### config.mk
export PLATFORM = sky130hd
export DESIGN_NAME = cintp_basis
export DESIGN_NICKNAME = d
export VERILOG_FILES = /design/src/hw/rtl/cintp_pkg.sv /design/src/hw/rtl/cintp_basis.sv
export SDC_FILE = /design/constraint.sdc
export NUM_CORES = 2
export LEC_CHECK = 0
export BUFFER_PORTS_ARGS = -buffer_cell sky130_fd_sc_hd__buf_2
export CAP_MARGIN = 15
export CORE_ASPECT_RATIO = 1.75
export CORE_MARGIN = 2
export CORE_UTILIZATION = 30
export CTS_BUF_LIST = sky130_fd_sc_hd__clkbuf_8
export CTS_CLUSTER_SIZE = 25
export DETAILED_ROUTE_END_ITERATION = 6
export REMOVE_ABC_BUFFERS = 1
export SLEW_MARGIN = 20
export SYNTH_ARGS = -nofsm -noshare
export SYNTH_HDL_FRONTEND = slang
export SYNTH_SLANG_ARGS = --single-unit
### constraint.sdc
create_clock -name clk -period 12.5 [get_ports clk]
set_input_delay 0 -clock clk [delete_from_list [all_inputs] [get_ports clk]]
set_output_delay 0 -clock clk [all_outputs]
set_load 0.03 [all_outputs]
### src/hw/rtl/cintp_pkg.sv
// Shared types and constants for the curve interpolation unit.
`default_nettype none

package cintp_pkg;

	localparam int FRAC_BITS = 16;
	localparam int PARAM_W   = 17;
	localparam int POINT_W   = 32;
	localparam int WGT_W     = 22;
	localparam int PROD_W    = WGT_W + POINT_W;
	localparam int PAIR_W    = PROD_W + 1;
	localparam int TOTAL_W   = PROD_W + 2;
	localparam int RND_W     = TOTAL_W - FRAC_BITS - 1;

	localparam logic [PARAM_W-1:0] PARAM_ONE = PARAM_W'(1 << FRAC_BITS);

	typedef enum logic [1:0] {
		CM_CATMULL = 2'd0,
		CM_HERMITE = 2'd1,
		CM_LINEAR  = 2'd2,
		CM_BARY    = 2'd3
	} curve_mode_t;

	typedef struct packed {
		logic signed [POINT_W-1:0] point_a;
		logic signed [POINT_W-1:0] point_b;
		logic signed [POINT_W-1:0] point_c;
		logic signed [POINT_W-1:0] point_d;
		logic [PARAM_W-1:0]        param_s;
		logic [PARAM_W-1:0]        weight_g;
	} req_t;

	typedef struct packed {
		logic signed [POINT_W-1:0] result_value;
		logic                      saturated;
	} rsp_t;

	typedef struct packed {
		logic signed [POINT_W-1:0] point_a;
		logic signed [POINT_W-1:0] point_b;
		logic signed [POINT_W-1:0] point_c;
		logic signed [POINT_W-1:0] point_d;
		logic signed [WGT_W-1:0]   wa;
		logic signed [WGT_W-1:0]   wb;
		logic signed [WGT_W-1:0]   wc;
		logic signed [WGT_W-1:0]   wd;
	} basis_t;

endpackage

`default_nettype wire

### src/hw/rtl/cintp_basis.sv
// Basis weight pipeline: parameter clamp, square, cube and weight forming.
`default_nettype none

module cintp_basis
	import cintp_pkg::*;
(
	input  wire logic        clk,
	input  wire logic        arst_n,
	input  wire logic        adv,
	input  wire logic        req_valid,
	input  wire req_t        req_data,
	input  wire curve_mode_t mode,
	output logic             valid_s4,
	output basis_t           basis_s4
);

	logic                valid_s1, valid_s2, valid_s3;
	req_t                pts_s1, pts_s2, pts_s3;
	curve_mode_t         mode_s1, mode_s2, mode_s3, mode_s4;
	logic [PARAM_W-1:0]  s_s1, g_s1, s_s2, g_s2, s_s3, g_s3;
	logic [PARAM_W-1:0]  ss_s2, ss_s3, sss_s3;
	logic [2*PARAM_W-1:0] sq_prod, cube_prod;
	logic [PARAM_W-1:0]  s_clamp, g_clamp;
	logic signed [WGT_W-1:0] sx, gx, ssx, sssx, onex;
	logic signed [WGT_W-1:0] wa, wb, wc, wd;

	assign s_clamp   = (req_data.param_s > PARAM_ONE) ? PARAM_ONE : req_data.param_s;
	assign g_clamp   = (req_data.weight_g > PARAM_ONE) ? PARAM_ONE : req_data.weight_g;
	assign sq_prod   = (2*PARAM_W)'(s_s1) * (2*PARAM_W)'(s_s1);
	assign cube_prod = (2*PARAM_W)'(s_s2) * (2*PARAM_W)'(ss_s2);

	assign sx   = $signed(WGT_W'(s_s3));
	assign gx   = $signed(WGT_W'(g_s3));
	assign ssx  = $signed(WGT_W'(ss_s3));
	assign sssx = $signed(WGT_W'(sss_s3));
	assign onex = $signed(WGT_W'(PARAM_ONE));

	always_comb begin
		unique case (mode_s3)
			CM_CATMULL: begin
				wa = WGT_W'(-sssx + 2 * ssx - sx);
				wb = WGT_W'(3 * sssx - 5 * ssx + 2 * onex);
				wc = WGT_W'(-3 * sssx + 4 * ssx + sx);
				wd = sssx - ssx;
			end
			CM_HERMITE: begin
				wa = WGT_W'(4 * sssx - 6 * ssx + 2 * onex);
				wb = WGT_W'(2 * (sssx - 2 * ssx + sx));
				wc = WGT_W'(-4 * sssx + 6 * ssx);
				wd = WGT_W'(2 * (sssx - ssx));
			end
			CM_LINEAR: begin
				wa = WGT_W'(2 * (onex - sx));
				wb = WGT_W'(2 * sx);
				wc = '0;
				wd = '0;
			end
			default: begin
				wa = WGT_W'(2 * (onex - sx - gx));
				wb = WGT_W'(2 * sx);
				wc = WGT_W'(2 * gx);
				wd = '0;
			end
		endcase
	end

	always_ff @(posedge clk or negedge arst_n) begin
		if (!arst_n) begin
			valid_s1 <= 1'b0;
			valid_s2 <= 1'b0;
			valid_s3 <= 1'b0;
			valid_s4 <= 1'b0;
		end else if (adv) begin
			valid_s1 <= req_valid;
			valid_s2 <= valid_s1;
			valid_s3 <= valid_s2;
			valid_s4 <= valid_s3;
		end
	end

	always_ff @(posedge clk) begin
		if (adv) begin
			pts_s1  <= req_data;
			mode_s1 <= mode;
			s_s1    <= s_clamp;
			g_s1    <= g_clamp;

			pts_s2  <= pts_s1;
			mode_s2 <= mode_s1;
			s_s2    <= s_s1;
			g_s2    <= g_s1;
			ss_s2   <= sq_prod[FRAC_BITS+PARAM_W-1:FRAC_BITS];

			pts_s3  <= pts_s2;
			mode_s3 <= mode_s2;
			s_s3    <= s_s2;
			g_s3    <= g_s2;
			ss_s3   <= ss_s2;
			sss_s3  <= cube_prod[FRAC_BITS+PARAM_W-1:FRAC_BITS];

			mode_s4          <= mode_s3;
			basis_s4.point_a <= pts_s3.point_a;
			basis_s4.point_b <= pts_s3.point_b;
			basis_s4.point_c <= pts_s3.point_c;
			basis_s4.point_d <= pts_s3.point_d;
			basis_s4.wa      <= wa;
			basis_s4.wb      <= wb;
			basis_s4.wc      <= wc;
			basis_s4.wd      <= wd;
		end
	end

	// Interpolating bases form a partition of unity (weights are kept at twice their value).
	a_catmull_sum: assert property (@(posedge clk) disable iff (!arst_n)
		valid_s4 && mode_s4 == CM_CATMULL |->
		(24'(basis_s4.wa) + 24'(basis_s4.wb) + 24'(basis_s4.wc) + 24'(basis_s4.wd))
		== 24'(2 * PARAM_ONE))
		else $error("Catmull-Rom weights do not sum to one");

	a_hermite_sum: assert property (@(posedge clk) disable iff (!arst_n)
		valid_s4 && mode_s4 == CM_HERMITE |->
		(24'(basis_s4.wa) + 24'(basis_s4.wc)) == 24'(2 * PARAM_ONE))
		else $error("Hermite point weights do not sum to one");

	a_linear_sum: assert property (@(posedge clk) disable iff (!arst_n)
		valid_s4 && mode_s4 == CM_LINEAR |->
		(24'(basis_s4.wa) + 24'(basis_s4.wb)) == 24'(2 * PARAM_ONE)
		&& basis_s4.wc == '0 && basis_s4.wd == '0)
		else $error("Linear weights malformed");

endmodule

`default_nettype wire

==> metrics.md <==
| Metric | Value |
|---|---|
| Worst-margin pin slew | `1170 ps` |
| Minimum clock period | `approximately 7000 ps` |
| Setup TNS | `0 ps` |
| Sink Count | `760` |
| Crit-path leading delay family | `adder cells` |
| Post-synth EDFFs | `about 760` |
| First-pass GRT wire length | `between 200,000 and 250,000 um` |
| Setup crit end kind | `register` |
| Ys Warns | `0` |
| Per-cell routed wire length | `approximately 18 um` |
| Worst Path Max Fanout | `18` |
| Total setup buffers inserted after CTS | `0` |
| Number of global-route vias before repair | `around 37k` |
| Port Buffer Count | `~380` |
| Largest net degree at the start of global routing | `approximately 180` |
| Avg Cell Area, Syn | `around 12 um2` |
| GP Congestion | `around 0.89` |
| Synth unique cells | `87` |
| RSZ-0062 raised after global routing | `no` |
| Post-Route WL | `~130,000 um` |
| Worst-path clk slew | `about 80 ps` |
| Worst EP arrival | `about 7700 ps` |
| Clock latency on the worst-skew pair | `around 860 ps` |
| TritonCTS clock tree | `done` |
| Antenna-violating nets left | `0` |
| Placed Instances | `between 6k and 7k` |
| Period Utilization, post-route | `roughly 57%` |
| DR pass1 iterations | `7` |
| Total grt overflow | `0` |
| Clock root cell | `clkbuf_8` |
| Num CTS Buffers | `between 100 and 150` |
| Via count | `between 30k and 40k` |
| Async S/R FF share, synth | `0.5263%` |
| Hpwl dp | `around 100,000 um` |
| Worst path slowest cell | `edfxtp_1` |
| Site row count | `202` |
| Fmax | `140.0 MHz` |
| Primary FF master, synth | `edfxtp_1` |
| Hold_ws | `approximately 100 ps` |
| CP Class | `register to register` |
| Chip height | `~560 um` |
| Overall global routing resource usage | `around 15%` |
| Std-Cell Core Area | `around 170,000 um2` |
| Fill count | `roughly 17k` |
| I/O pin cnt | `roughly 390` |
| CP max stage delay | `a little over 800 ps` |
| Drc violations | `1` |
| Share of layout cells above drive strength 1 | `12.03%` |
| FF+latch count, synth | `760` |
| Initial Util | `between 30% and 40%` |
| Hold crit path type | `primary input to register` |
| First-iteration detailed-routing DRC count | `1,822` |
| Sequential fraction of the synthesis area | `43.70%` |
| Clock Path Buffers | `3` |
| Gate Count Post-Synth | `4,309` |
| Finished Layout Cells | `roughly 7.4k` |
| Failing checks | `design-rule violations` |
| Max-slew violations | `0` |
| Die W | `319.3 um` |
| Crit path cell chain | `nand2_1 > fa_1 > inv_1 > fa_1 > inv_1 > fa_1 > inv_1 > fa_1 > fa_1 > inv_1 > fa_1 > inv_1 > ha_1 > a21o_1 > or4_1 > o22ai_1 > nor3_2 > a211oi_2 > or2_2 > inv_1 > a41o_1 > xor2_1` |
| Area Growth Syn to Fin | `19.93%` |
| Hold Violations, Final | `0` |
| Mapped Area | `~52,000 um2` |
| Crit path required time | `13,040 ps` |
| Crit path launch type | `register` |
| Initial antenna violation count | `3` |
| WP buf/inv | `6` |
| Die ar. | `about 180,000 um2` |
| Setup-failing EPs final | `0` |
| Maxcap violations | `0` |
| # H-tree levels | `3` |
| Max_slew headroom | `about a fifth` |
| Via density | `~4.7` |
| Clock skew | `82.78 ps` |
| Status | `finished with violations` |
| NumNets Final | `~6.2k` |
[layout by cell type, fill, tap and decap left out, types with 80 or more instances in the layout]
master and count:
buf_2 383, o21ai_0 80, fa_1 494, and2_1 188, xnor2_1 160, inv_1 778, ha_1 432, a21oi_1 160
dlygate4sd3_1 329, nand2_1 332, edfxtp_1 756, nor2_1 169, clkbuf_8 120
[timing repair]
item	4_1_cts	5_1_grt
hold buffers	329	0
gates resized for setup	0	0
hold endpoints to repair	255	0
[metal layers]
metal	share of wire [%]	GRT usage (%)	wire length [um]	up-vias
met5	0	0	0	-
li1	-	-	-	16074
met2	55	29.15	74010	837
met1	36	15.34	48330	17274
met4	5.2	7.995	7043	0
met3	3.7	2.059	4963	333
[stage by stage]
stage                     worst slack [ps]  util (%)  instance area [um2]
after floorplan                       6281         -                51820
after global placement                5366     32.81                56710
after detailed placement              5325     32.81                56710
after CTS                             5261     36.19                62560
after global routing                  4962     36.19                62570
final                                 5357     36.20                62580
[cells in the mapped netlist (33+ instances only)]
cell type    n  area (um2)
inv_1      749        2811
nor3_1      57       285.3
o21ai_0     80       400.4
clkbuf_1    78       292.8
edfxtp_1   756       22700
a21o_1      65       488.0
and2_1     188        1176
xnor2_1    160        1401
nor2b_1     59       369.1
ha_1       432        5405
fa_1       494        9889
nand3_1     38       190.2
a211oi_1    33       247.7
o21a_1      36       270.3
a21oi_1    160       800.8
nand2_1    332        1246
xor2_1      52       455.4
nor2_1     169       634.4
[path summary, 6_finish.rpt]
kind | from | to | slack, ps | depth (start not counted)
min | req_data[14] | g_s1[14]$_SDFFCE_PN0P_ | 100 | 3
max in group asynchronous | arst_n | valid_s1$_DFFE_PN0P_ | 11700 | 4
max reg2reg | s_s1[7]$_SDFFCE_PN0P_ | ss_s2[13]$_DFFE_PP_ | 5360 | 22
min in group asynchronous | arst_n | valid_s2$_DFFE_PN0P_ | 620 | 4
max | s_s1[7]$_SDFFCE_PN0P_ | ss_s2[13]$_DFFE_PP_ | 5360 | 22
min reg2reg | mode_s2[1]$_DFFE_PP_ | mode_s3[1]$_DFFE_PP_ | 370 | 0
[kinds of logic (layout without fill, tap and decap cells)]
kind of cell	Yosys count	after routing	share of synthesized area [%]
other cells	0	5	0
flops	760	760	43.70
xor+xnor	212	212	3.558
simple gates	974	974	9.143
mux	39	39	1.048
fa+ha+maj	926	926	29.31
compound gates	558	558	7.172
buf+inv	840	1701	6.069
[worst register-to-register path: stages (launching register included)]
cell      delay, ps
edfxtp_1        830
nand2_1         180
fa_1            630
inv_1            70
fa_1            500
inv_1            50
fa_1            540
inv_1            60
fa_1            460
fa_1            500
inv_1            50
fa_1            470
inv_1            50
ha_1            280
a21o_1          170
or4_1           510
o22ai_1         410
nor3_2          180
a211oi_2        290
or2_2           190
inv_1            60
a41o_1          250
xor2_1          140
[area by class of cell]
class / count / area [um2] / area share, %
Multi-Input combinational cell: 2709 / 26210 / 41.89
Sequential cell: 760 / 22800 / 36.44
Timing Repair Buffer: 731 / 5376 / 8.591
Inverter: 749 / 2811 / 4.493
Tap cell: 2244 / 2808 / 4.487
Clock buffer: 120 / 1652 / 2.639
Clock inverter: 101 / 905.9 / 1.448
Antenna cell: 5 / 12.51 / 0.01999
[state kept, by name (all words and copies together) (netlist names)]
name      count
basis_s4    213
g_s1         17
g_s2         17
g_s3         17
mode_s1       2
mode_s2       2
mode_s3       2
pts_s1      128
pts_s2      128
pts_s3      128
s_s1         17
s_s2         17
s_s3         17
ss_s2        17
ss_s3        17
sss_s3       17
valid_s1      1
valid_s2      1
valid_s3      1
valid_s4      1
Power is not shown: default switching activity piles up to over one toggle a cycle in this logic, so the estimate is an artifact.
